$ cat src/rtl/chm_divider.sv
// ----------------------------------------------------------------------------
// chm_divider: restoring remainder unit
// Computes a 32-bit dividend modulo a 17-bit divisor, one quotient bit a cycle.
// ----------------------------------------------------------------------------
module chm_divider (
	input  logic        clk,
	input  logic        arst_n,
	input  logic        start,
	input  logic [31:0] dividend,
	input  logic [16:0] divisor,
	output logic        done,
	output logic [16:0] remainder
);

	logic [31:0] shift_q;
	logic [16:0] rem_q;
	logic [16:0] div_q;
	logic [5:0]  cnt_q;
	logic        busy_q;
	logic [17:0] trial;

	assign trial = {rem_q, shift_q[31]};

	always_ff @(posedge clk or negedge arst_n) begin
		if (!arst_n) begin
			busy_q <= 1'b0;
			cnt_q  <= '0;
			done   <= 1'b0;
		end else begin
			done <= 1'b0;
			if (start) begin
				busy_q <= 1'b1;
				cnt_q  <= '0;
			end else if (busy_q) begin
				cnt_q <= cnt_q + 6'd1;
				if (cnt_q == 6'd31) begin
					busy_q <= 1'b0;
					done   <= 1'b1;
				end
			end
		end
	end

	always_ff @(posedge clk) begin
		if (start) begin
			shift_q <= dividend;
			rem_q   <= '0;
			div_q   <= divisor;
		end else if (busy_q) begin
			shift_q <= {shift_q[30:0], 1'b0};
			if (trial >= {1'b0, div_q}) begin
				rem_q <= 17'(trial - {1'b0, div_q});
			end else begin
				rem_q <= trial[16:0];
			end
		end
	end

	assign remainder = rem_q;

endmodule

$ cat config.mk
export PLATFORM = sky130hd
export DESIGN_NAME = chm_divider
export DESIGN_NICKNAME = d
export VERILOG_FILES = /design/src/rtl/chm_divider.sv
export SDC_FILE = /design/constraint.sdc
export NUM_CORES = 1
export LEC_CHECK = 0
export ABC_AREA = 0
export BUFFER_PORTS_ARGS = -buffer_cell sky130_fd_sc_hd__buf_2
export CAP_MARGIN = 20
export CORE_ASPECT_RATIO = 0.5
export CORE_MARGIN = 4
export CORE_UTILIZATION = 30
export CTS_BUF_LIST = sky130_fd_sc_hd__clkbuf_16
export DETAILED_ROUTE_END_ITERATION = 7
export PLACE_DENSITY = 0.52
export SYNTH_ARGS = -nofsm -noshare
export SYNTH_HDL_FRONTEND = slang
export SYNTH_SLANG_ARGS = --single-unit
export TNS_END_PERCENT = 30
$ cat constraint.sdc
create_clock -name clk -period 3.2 [get_ports clk]
set_input_delay 0.64 -clock clk [delete_from_list [all_inputs] [get_ports clk]]
set_output_delay 0.64 -clock clk [all_outputs]
set_load 0.01 [all_outputs]
## Word-level counts from Yosys, hierarchy flattened

Index checks and enable logic that the tools add are counted.

| operators by class | value |
|---|---|
| $add $sub $neg | 2 |
| multipliers | 0 |
| div/mod/pow operators | 0 |
| magnitude comparators | 1 |
| equal/unequal tests | 1 |
| shifts and indexed selects | 0 |
| muxes and demuxes | 11 |
| bitwise gates (word level) | 0 |
| reduce and logical (&&, ||, !) cells | 1 |

Operators with widths:

| operator | number |
|---|---|
| 2-to-1 mux 32 bit | 2 |
| greater-or-equal comparator 18 x 17 -> 1 bit | 1 |
| 2-to-1 mux 17 bit | 1 |
| subtractor 17 bit | 1 |
| 2-to-1 mux 6 bit | 2 |
| adder 6 x 1 -> 6 bit, second input constant | 1 |
| equality test 6 x 5 -> 1 bit, second input constant | 1 |
| 2-to-1 mux 1 bit | 6 |
| nonzero test 2 bit | 1 |

| storage, ports and cells | value |
|---|---|
| flip-flop bits (word level) | 74 |
| latch bits | 0 |
| RAM bits | 0 |
| memory bits (read-only) | 0 |
| bits of input ports | 52 |
| output and inout port bits | 18 |
| word-level logic and storage cells | 22 |
| memories kept | 0 |

## Logic depth before layout (Yosys ltp)

Gate-level depths: netlist of run 1.

| depth | value |
|---|---|
| word-level depth | 4 |
| gate-level depth with buffers | 12 |

## Worst setup path after synthesis of run 1

Ideal clock, no wire load.

| timing | value |
|---|---|
| kind | register to register |
| from | reg shift_q[31] |
| to | reg rem_q[5], in the netlist remainder[5] |
| library setup time | 91 ps |
| arrival | 2430 ps |
| required time | 3109 ps |
| path slack | 679 ps |
| cell stages (with the launch flop) | 13 |
| clock period less this slack | 2521 ps |
| cell sequence | edfxtp_1 > inv_1 > ha_1 > inv_1 > fa_1 > a211oi_2 > o31ai_4 > a211oi_4 > o31a_1 > buf_6 > buf_6 > nand2_1 > a311oi_1 |

| between the ends | value |
|---|---|
| cells in the longest elaborated chain, start to end | 2 |
| elaborated cells between the ends (all ways) | 3 |
| those cells by class | add/sub: 1; order compare: 1; mux: 1 |

RTL lines:

| element | line | text |
|---|---|---|
| from (decl) | 15 | `logic [31:0] shift_q;` |
| from (signal assigned) | 46 | `shift_q <= dividend;` |
| from (signal assigned) | 50 | `shift_q <= {shift_q[30:0], 1'b0};` |
| subtractor 17 bit / greater-or-equal comparator 18 x 17 -> 1 bit (equally long branches) | 52, 51 |  |
| 2-to-1 mux 17 bit (*) | 51 | `if (trial >= {1'b0, div_q}) begin` |
| to (signal assigned) | 52 | `rem_q <= 17'(trial - {1'b0, div_q});` |
| to (signal assigned) | 54 | `rem_q <= trial[16:0];` |
| to (decl) | 16 | `logic [16:0] rem_q;` |

Every way passes the cells marked *; elsewhere a longest branch is shown, timed or not.
A chain may end at the register's enable or synchronous reset.

## Worst setup path in the final report of run 1

| timing | value |
|---|---|
| from | reg shift_q[31] |
| to | reg rem_q[7], in the netlist remainder[7] |

The elaborated chain is that of the path after synthesis.

==> reports/results.txt, run 1 <==
Area contributors post-synth: edfxtp_1 (38%), mux2_2 (8.9%), dfxtp_1 (8.7%), ha_1 (5.8%), dfrtp_1 (5.1%)
initial DRC count: 160
Final Critical Period: 2650 ps
vias in the first global route: 2838
nets: 497
Max Root-Sink Buffers: 2
die width: 169 µm
VDD IR-drop max: 0.231 mV
Antenna Nets Post-Route: 0
skew final: 8.94 ps
reg2reg start: shift_q[31]
Final setup viols: 0
I/O pins: 70
Netlist cell types: 51
Worst-path clk slew: 60 ps
# placed instances: 585
# rows: 29
Synth-to-Final Area Change: 22.4%
crit-path cells: inv_1 -> ha_1 -> inv_1 -> fa_1 -> a211oi_2 -> o31ai_4 -> a211oi_4 -> o31a_1 -> buf_4 -> nand2_1 -> a311oi_1
cell seen most often among critical-path stages: inv_1
crit path launch type: flip-flop
largest stage delay on the critical path: 430 ps
final instance area: 4780 µm²
initial core utilization: 30.8%
final non-filler cell total: 601
placed cell area: 4470 µm²
grt ovf: 0
Antenna Cells: 0
R2R Setup Slk: 550 ps
share of cells above drive strength 1: 29.9%
pre-CTS setup slack: 565 ps
Post-CTS Setup Bufs: 0
Die Ht: 88.7 µm
critical path class: reg2reg
Post-Syn Instances: 349
Async S/R FF share, synth: 10.8%
number of synthesized flops with an enable pin: 49
PortBufs: 69
clk_lat worst skew: 330 ps
largest area contributor in the netlist: edfxtp_1
Die ar.: 15000 µm²
pin count of the biggest net entering global routing: 27
CORE AREA: 12700 µm²
Slew Viols, Final: 0
sequential share of the synthesized area: 51.5%
Least-Margin Pin Slew: 569 ps
MaxCap Viol Count: 0
clock sinks: 74
number of fill cells: 1273
wire per inst: 14.9 µm
Tot Pwr: 2.58 mW
Relative slew margins: 61.6%
Tcrit/Tclk final: 82.9%
PD cells: 539 nW/µm²
drt total wl: 8980 µm
critical path's top delay family: compound AO/OA/AOI/OAI gates
Arr. time, crit path: 2890 ps
R2R Path End: remainder[7]
drt pass-1 iters: 4
WP data required: 3440 ps
post-cts hold buffer count: 0
yosys synthesis warning count: 0
CTS H-Tree Depth: 3
main flop type after synthesis: edfxtp_1
first-pass GRT wire length: 14500 µm
Root Driver: clkbuf_16
Hold Crit Class: in2async
Crit-path slowest cell: fa_1
# DRC: 0
status: complete, no violations
Reg2Reg Depth: 11
Post-CTS Resized: 0
routed vias: 2863
final hold vios: 0
CTS tree: built
Fmax: 0.377 GHz
Cell Area, Synth: 3910 µm²
Synthesized Nets: 420
Yosys reg bits: 74
post-DP HPWL: 6520 µm
Buf/Inv on CP: 3
Fin Setup TNS: 0 ps
RSZ-0062 raised after global routing: no
initial antenna violation count: 1
Avg Inst Size Synth: 11.2 µm²
CTS buffer count: 9
Avg Vias per Cell: 4.76
P_leak: 2.04 nW
GRT Total Usage: 12.4%
GP Congestion: 0.794
Crit. End Element: flip-flop
Critical Path Fanout Max: 11
crit path setup slack, layout: 547 ps
area fraction of the dominant cell type after synthesis: 37.7%
## through the flow
step	utilization [%]	hold slack [ps]
floorplan	-	344
CTS	37.6	143
finish	37.6	153
global placement	35.2	496
detailed placement	35.2	497
global route	37.6	147
## flip-flops by register name, summed over array words and instances, names as in the netlist
name       cells
shift_q       32
div_q         17
remainder     17
cnt_q          6
busy_q         1
done           1
## worst max-delay path by stage
stage | startpoint | endpoint | slack (ps) | cells after the start
after detailed placement | shift_q[31] | remainder[7] | 570 | 11
after CTS | shift_q[31] | remainder[7] | 540 | 11
after floorplan | shift_q[31] | remainder[5] | 680 | 12
after global routing | shift_q[31] | remainder[8] | 360 | 11
after global placement | shift_q[31] | remainder[7] | 630 | 11
final | shift_q[31] | remainder[7] | 550 | 11
## cell type report
class	count	area, µm²	share of cell area [%]
Sequential cell	74	2010	42.1
Inverter	22	82.6	1.73
Timing Repair Buffer	79	420	8.79
Tap cell	170	213	4.45
Clock buffer	9	225	4.71
Multi-Input combinational cell	240	1740	36.5
Clock inverter	7	83.8	1.75
## worst register-to-register path: stages, from the launching register on
cell      delay (ps)
edfxtp_1         350
inv_1             80
ha_1             150
inv_1             50
fa_1             430
a211oi_2         310
o31ai_4          140
a211oi_4         300
o31a_1           210
buf_4            210
nand2_1           80
a311oi_1         250
## synth_stat cells (4+ instances only)
cell type / instances
edfxtp_1: 49
a32oi_1: 4
clkbuf_1: 7
mux2i_1: 4
nand3_1: 17
nand2b_1: 5
nand2_1: 34
o21ai_0: 10
o21ai_1: 5
a21oi_1: 21
xor2_1: 6
inv_1: 22
xnor2_1: 8
nor2_1: 26
a21o_1: 4
dfrtp_1: 8
mux2_2: 31
ha_1: 18
dfxtp_1: 17
a311oi_1: 5
## power breakdown
group | switching [mW] | leakage, nW | internal, mW
logic | 0.207 | 1.14 | 0.170
clock network | 0.391 | 0.148 | 0.673
registers | 0.0332 | 0.749 | 1.10
## layer usage
metal / vias up / wire length (µm) / global-route usage [%]
li1: 1436 / - / -
met4: 2 / 58 / 3.58
met3: 6 / 451 / 4.55
met2: 50 / 3990 / 19.2
met5: - / 10 / 0
met1: 1369 / 4470 / 16.5
## cells in the final DEF (no fill, tap or decap), types with 5 or more instances in the layout
master	n
a21oi_1	21
a311oi_1	5
buf_2	69
buf_4	10
clkbuf_16	9
dfrtp_1	8
dfxtp_1	17
edfxtp_1	49
ha_1	18
inv_1	22
mux2_2	31
nand2_1	34
nand2b_1	5
nand3_1	17
nor2_1	26
o21ai_0	10
o21ai_1	5
xnor2_1	8
xor2_1	6
## cells by family after synthesis
logic type | count (synthesis) | share of synthesized area, %
buffers and inverters | 35 | 3.87
DFF | 74 | 51.5
xor gates and xnor gates | 14 | 3.14
adders and majority gates | 19 | 6.28
and+or+nand+nor | 100 | 11.6
muxes | 35 | 9.96
AOI/OAI and AO/OA | 72 | 13.6
Power figures use the tool's default switching activity.
==> run 2: changes to the inputs <==
--- a/config.mk
+++ b/config.mk
@@ -13,7 +13,7 @@
 export CORE_UTILIZATION = 30
 export CTS_BUF_LIST = sky130_fd_sc_hd__clkbuf_16
 export DETAILED_ROUTE_END_ITERATION = 7
-export PLACE_DENSITY = 0.52
+export PLACE_DENSITY = 0.54
 export SYNTH_ARGS = -nofsm -noshare
 export SYNTH_HDL_FRONTEND = slang
 export SYNTH_SLANG_ARGS = --single-unit
==> constraint.sdc (replaced) <==
create_clock -name clk -period 2.35 [get_ports clk]
set_input_delay 0.47 -clock clk [delete_from_list [all_inputs] [get_ports clk]]
set_output_delay 0.47 -clock clk [all_outputs]
set_load 0.01 [all_outputs]
==> run 2 against run 1 <==
The flow now finishes with violations (negative setup slack). Total power increased by 31%. Routed wire length is 1.5% higher. Sequential share of layout area down 2.6 points. Global-route usage grew 0.28 points. First-iteration DRC count is 6.9% higher. Non-clock buffer count grew 30. Count of clock-buffer cells in the layout stayed put. Fmax increased by 12%. Utilization is 2.5 points higher. Sequential power up 35%. Clock power up 17%. Worst hold slack better by 160 ps. Critical path type unchanged. Largest power group unchanged.
==> reports/results.txt, run 2 (synthesis results as in run 1) <==
Die Ht: 88.7 µm (unchanged)
Fmax: 0.423 GHz (+12%)
Avg Vias per Cell: 4.68 (-1.7%)
status: finished with violations
Worst-path clk slew: 60 ps (about the same)
CORE AREA: 12700 µm² (unchanged)
RSZ-0062 raised after global routing: yes
PortBufs: 69 (unchanged)
wl on met1: 4550 µm (+1.9%)
Relative slew margins: 63.8% (+2.2 points)
routed vias: 2956 (+3.2%)
# rows: 29 (unchanged)
PD cells: 665 nW/µm² (+23%)
GRT Total Usage: 12.7% (+0.28 points)
crit-path cells: inv_2 -> ha_4 -> inv_2 -> fa_2 -> a211oi_4 -> o31ai_4 -> a211oi_4 -> o31a_1 -> buf_6 -> nand2_1 -> a311oi_1
Crit-path slowest cell: edfxtp_1
Final Critical Period: 2360 ps (-289 ps)
Synth-to-Final Area Change: 30.4%
MaxCap Viol Count: 0 (unchanged)
P_leak: 2.22 nW (+8.9%)
CTS H-Tree Depth: 3 (unchanged)
final hold vios: 0 (unchanged)
Crit. End Element: flip-flop
final instance area: 5090 µm² (+6.5%)
Multi-input gate area: 1830 µm² (+4.7%)
die width: 169 µm (unchanged)
placed cell area: 4710 µm² (+5.3%)
clk_lat worst skew: 330 ps (about the same)
initial core utilization: 30.8% (unchanged)
number of fill cells: 1281 (+0.63%)
Hold Crit Class: in2reg
met3 WL: 365 µm (-19%)
nets: 527 (+6.0%)
Top Layer Used: met4
Final setup viols: 1 (+1)
fin util: 40.1% (+2.5 points)
post-DP HPWL: 6600 µm (+1.2%)
vias in the first global route: 2989 (+5.3%)
Critical Path Fanout Max: 9 (-2)
Antenna Nets Post-Route: 0 (unchanged)
drt total wl: 9120 µm (+1.5%)
VDD IR-drop max: 0.325 mV (+40%)
Slew Viols, Final: 0 (unchanged)
Arr. time, crit path: 2600 ps (-290 ps)
Root Driver: clkbuf_16
initial DRC count: 171 (+6.9%)
failing checks: negative setup slack
Largest Register: shift_q
share of cells above drive strength 1: 37.3% (+7.4 points)
CTS tree: built
first-pass GRT wire length: 15000 µm (+3.5%)
grt ovf: 0 (unchanged)
pin count of the biggest net entering global routing: 45 (+67%)
# DRC: 0 (unchanged)
crit path setup slack, layout: -14.9 ps (-561 ps)
critical path class: reg2reg
Max Root-Sink Buffers: 2 (unchanged)
Fin Setup TNS: -14.9 ps (-14.9 ps)
skew final: 5.81 ps (-3.13 ps)
I/O pins: 70 (unchanged)
Tcrit/Tclk final: 101% (+18 points)
Antenna Cells: 0 (unchanged)
most frequent cells in the layout: buf_2 (69), edfxtp_1 (49), buf_4 (33)
largest stage delay on the critical path: 370 ps (-60 ps)
GP Congestion: 0.830 (+4.6%)
initial antenna violation count: 0 (-1)
CTS buffer count: 9 (unchanged)
Die ar.: 15000 µm² (unchanged)
max reg flops: 32 (unchanged)
Least-Margin Pin Slew: 537 ps (-32.3 ps)
drt pass-1 iters: 4 (unchanged)
wire length on met2: 4180 µm (+4.7%)
WP data required: 2590 ps (-850 ps)
crit path launch type: flip-flop
Tot Pwr: 3.39 mW (+31%)
wire per inst: 14.5 µm (-3.3%)
clock sinks: 74 (unchanged)
R2R Setup Slk: -10 ps (-560 ps)
sequential cell area: 2010 µm² (unchanged)
most common cell after layout, fill and taps aside: buf_2
[run 2: metal layers]
layer,track usage (%),vias to the layer above
li1,-,1496
met1,16.7,1397
met2,20.9,61
met3,4.02,2
met4,2.63,0
met5,0,-
[run 2: where the power goes]
group          total (mW)  switching, mW  internal (mW)  leakage (nW)
registers            1.54         0.0404           1.50         0.749
clock network        1.24          0.534          0.701         0.130
logic               0.609          0.311          0.298          1.34
[run 2: worst paths after layout]
path	startpoint	to	cells after the start
worst max-delay path	shift_q[31]	remainder[10]	11
worst min-delay path	divisor[11]	div_q[11]	1
worst max register to register	shift_q[31]	remainder[10]	11
worst min register to register	remainder[1]	remainder[1]	2
max in group asynchronous	arst_n	cnt_q[1]	2
min in group asynchronous	arst_n	cnt_q[5]	2
[run 2: through the flow]
| step | hold slack [ps] | std cells | worst slack (ps) |
|---|---|---|---|
| 2_1_floorplan | 174 | 349 | -70.3 |
| 3_3_place_gp | 330 | 611 | -34.4 |
| 3_5_place_dp | 329 | 611 | -130 |
| 4_1_cts | 296 | 629 | -17.2 |
| 5_1_grt | 296 | 631 | -154 |
| 6_report | 313 | 631 | -14.9 |
[run 2: critical path, delay by kind of cell, from the launching register on]
family                   cells  cell delay, ps
flip-flops                   1             370
adder cells (fa/ha/maj)      2             490
AO/OA/AOI/OAI                5            1040
AND/OR/NAND/NOR              1              60
buffers and inverters        3             300
[run 2: repair_timing]
item	in CTS	in global routing
hold buffers	1	0
pin swaps	1	4
resized for setup	7	13
endpoints found under the hold margin	8	0
setup endpoints to repair	12	17
setup buffers	1	2
gates cloned	0	0
[run 2: layout make-up]
class / instances / area share, %
flip-flops and latches: 74 / 39.5
repair buffers: 109 / 13.7
clock buffers: 9 / 4.42
clock inverters: 7 / 0.737
well taps: 170 / 4.18
inverters: 22 / 1.62
multi-input cells: 240 / 35.9
==> run 3: changes to the inputs <==
--- a/config.mk
+++ b/config.mk
@@ -8,12 +8,15 @@
 export ABC_AREA = 0
 export BUFFER_PORTS_ARGS = -buffer_cell sky130_fd_sc_hd__buf_2
 export CAP_MARGIN = 20
+export CELL_PAD_IN_SITES_DETAIL_PLACEMENT = 1
+export CELL_PAD_IN_SITES_GLOBAL_PLACEMENT = 2
 export CORE_ASPECT_RATIO = 0.5
 export CORE_MARGIN = 4
 export CORE_UTILIZATION = 30
 export CTS_BUF_LIST = sky130_fd_sc_hd__clkbuf_16
 export DETAILED_ROUTE_END_ITERATION = 7
-export PLACE_DENSITY = 0.54
+export GPL_ROUTABILITY_DRIVEN = 0
+export PLACE_DENSITY = 0.75
 export SYNTH_ARGS = -nofsm -noshare
 export SYNTH_HDL_FRONTEND = slang
 export SYNTH_SLANG_ARGS = --single-unit
==> run 3 against run 2 <==
The flow still finishes with violations (negative setup slack). Worst hold slack worse by 3.4 ps. Die area is the same. Count of clock-buffer cells in the layout is the same. Total power increased by 12%. Register-to-register slack got worse by 70 ps. Utilization is 1.5 points higher. Via count grew 4.8%. Final cell count is 2.5% higher. Routed wire length grew 13%. Sequential share of layout area shrank 1.5 points. Critical path type unchanged. Largest cell class unchanged. Largest power group is now the clock network.
==> reports/results.txt, run 3 (synthesis results as in run 1) <==
Slew Viols, Final: 0 (unchanged)
Final setup viols: 16 (+15)
routed vias: 3097 (+4.8%)
initial DRC count: 79 (-54%)
Antenna Nets Post-Route: 0 (unchanged)
RSZ-0062 raised after global routing: yes
crit path setup slack, layout: -85.9 ps (-71.0 ps)
Least-Margin Pin Slew: 501 ps (-35.6 ps)
CORE AREA: 12700 µm² (unchanged)
drt total wl: 10300 µm (+13%)
switching part of the total: 24.5% (-1.7 points)
Synth-to-Final Area Change: 35.4%
status: finished with violations
most common cell after layout, fill and taps aside: buf_2
vias in the first global route: 3283 (+9.8%)
die width: 169 µm (unchanged)
clk_lat worst skew: 330 ps (about the same)
# rows: 29 (unchanged)
drt pass-1 iters: 5 (+1)
Die ar.: 15000 µm² (unchanged)
Final Critical Period: 2440 ps (+71.0 ps)
GRT Total Usage: 14.2% (+1.5 points)
Antenna Cells: 0 (unchanged)
Critical Path Fanout Max: 3 (-6)
Die Ht: 88.7 µm (unchanged)
initial antenna violation count: 0 (unchanged)
nets: 543 (+3.0%)
skew final: 8.71 ps (+2.90 ps)
final hold vios: 0 (unchanged)
Worst-path clk slew: 60 ps (about the same)
Largest Register: shift_q
Flop pwr share: 40.6% (-4.9 points)
crit-path cells: inv_2 -> ha_4 -> inv_2 -> fa_2 -> a211oi_4 -> o31ai_4 -> a211oi_4 -> o31a_1 -> buf_4 -> mux2i_1 -> a22o_1
failing checks: negative setup slack
VDD IR-drop max: 0.342 mV (+5.3%)
Crit-path slowest cell: edfxtp_1
Root Driver: clkbuf_16
Max Root-Sink Buffers: 2 (unchanged)
CTS H-Tree Depth: 3 (unchanged)
max reg flops: 32 (unchanged)
Tcrit/Tclk final: 104% (+3.0 points)
crit path launch type: flip-flop
Fmax: 0.411 GHz (-2.9%)
Clock power frac: 41.9% (+5.4 points)
largest stage delay on the critical path: 380 ps (about the same)
share of cells above drive strength 1: 39.6% (+2.3 points)
most frequent cells in the layout: buf_2 (69), buf_4 (50), edfxtp_1 (49)
Fin Setup TNS: -761 ps (-746 ps)
Internal: 2.86 mW (+15%)
# DRC: 0 (unchanged)
CTS tree: built
Hold Crit Class: in2reg
PortBufs: 69 (unchanged)
critical path's top delay family: compound AO/OA/AOI/OAI gates
CTS buffer count: 9 (unchanged)
post-DP HPWL: 7570 µm (+15%)
PD cells: 717 nW/µm² (+7.9%)
MaxCap Viol Count: 0 (unchanged)
clock sinks: 74 (unchanged)
Crit. End Element: flip-flop
P_leak: 2.32 nW (+4.7%)
I/O pins: 70 (unchanged)
Buf/Inv on CP: 3 (unchanged)
WP data required: 2630 ps (+40 ps)
switching power: 929 µW (+4.9%)
critical path class: reg2reg
Gate power share: 17.5% (-0.5 points)
Arr. time, crit path: 2710 ps (+110 ps)
Tot Pwr: 3.79 mW (+12%)
first-pass GRT wire length: 16800 µm (+12%)
wire per inst: 16.0 µm (+10%)
pin count of the biggest net entering global routing: 35 (-22%)
Avg Vias per Cell: 4.79 (+2.2%)
grt ovf: 0 (unchanged)
Relative slew margins: 66.2% (+2.4 points)
initial core utilization: 30.8% (unchanged)
-- run 3: cell count changes in the layout (fill, tap and decap cells not counted), moves of 2 or more --
cell and change:
a311oi_1 -3, bufinv_16 +3, clkinv_2 -2, clkinvlp_4 -2
nand3_2 -2, buf_6 -3, a311oi_2 +3, nand3_1 +2
buf_4 +17
-- run 3: what timing repair did --
action | in CTS | in global routing
hold endpoints to repair | 8 | 0
hold buffers | 1 | 0
buffers inserted | 1 | 1
endpoints found under the setup margin | 15 | 17
gates cloned | 1 | 0
gates resized for setup | 8 | 7
pin swaps | 7 | 4
-- run 3: layer usage --
metal / up-vias / wire, µm / track usage (%)
met5: - / 0 / 0
met2: 59 / 4960 / 24.3
met3: 7 / 552 / 4.42
met1: 1503 / 4750 / 18.0
met4: 0 / 58 / 3.29
li1: 1528 / - / -
-- run 3: stage by stage --
stage                     utilization, %  instance area [µm²]  setup slack (ps)  instances  hold WS (ps)
after floorplan                        -                 3910             -70.3        349           174
after global placement              38.0                 4830             -18.1        627           322
after detailed placement            38.0                 4830              -124        627           322
after CTS                           41.3                 5240             -64.5        646           297
after global routing                41.6                 5290              -216        647           296
final                               41.6                 5290             -85.9        647           310
-- run 3: power by group through the flow --
| stage | clock, mW | sequential (mW) | combinational (mW) |
|---|---|---|---|
| 6_report | 1.59 | 1.54 | 0.664 |
| 5_1_grt | 1.69 | 1.55 | 0.736 |
| 4_1_cts | 1.63 | 1.54 | 0.658 |
| 3_5_place_dp | 0 | 1.57 | 0.628 |
| 3_3_place_gp | 0 | 1.57 | 0.614 |
| 2_1_floorplan | 0 | 1.57 | 0.361 |
-- run 3: final cells by class --
| type | instances | area [µm²] |
|---|---|---|
| Timing Repair Buffer | 124 | 811 |
| Multi-Input combinational cell | 241 | 1830 |
| Clock inverter | 7 | 116 |
| Clock buffer | 9 | 225 |
| Tap cell | 170 | 213 |
| Inverter | 22 | 82.6 |
| Sequential cell | 74 | 2010 |
| Fill cell | 1405 | 7410 |
-- run 3: path summary, 6_finish.rpt --
path,start,endpoint,slack [ps],cells past startpoint
min,divisor[9],div_q[9],310,1
min reg2reg,remainder[1],remainder[1],520,2
max,shift_q[31],remainder[0],-90,11
max reg2reg,shift_q[31],remainder[0],-90,11
min in group asynchronous,arst_n,cnt_q[5],510,2
max in group asynchronous,arst_n,cnt_q[2],1680,2
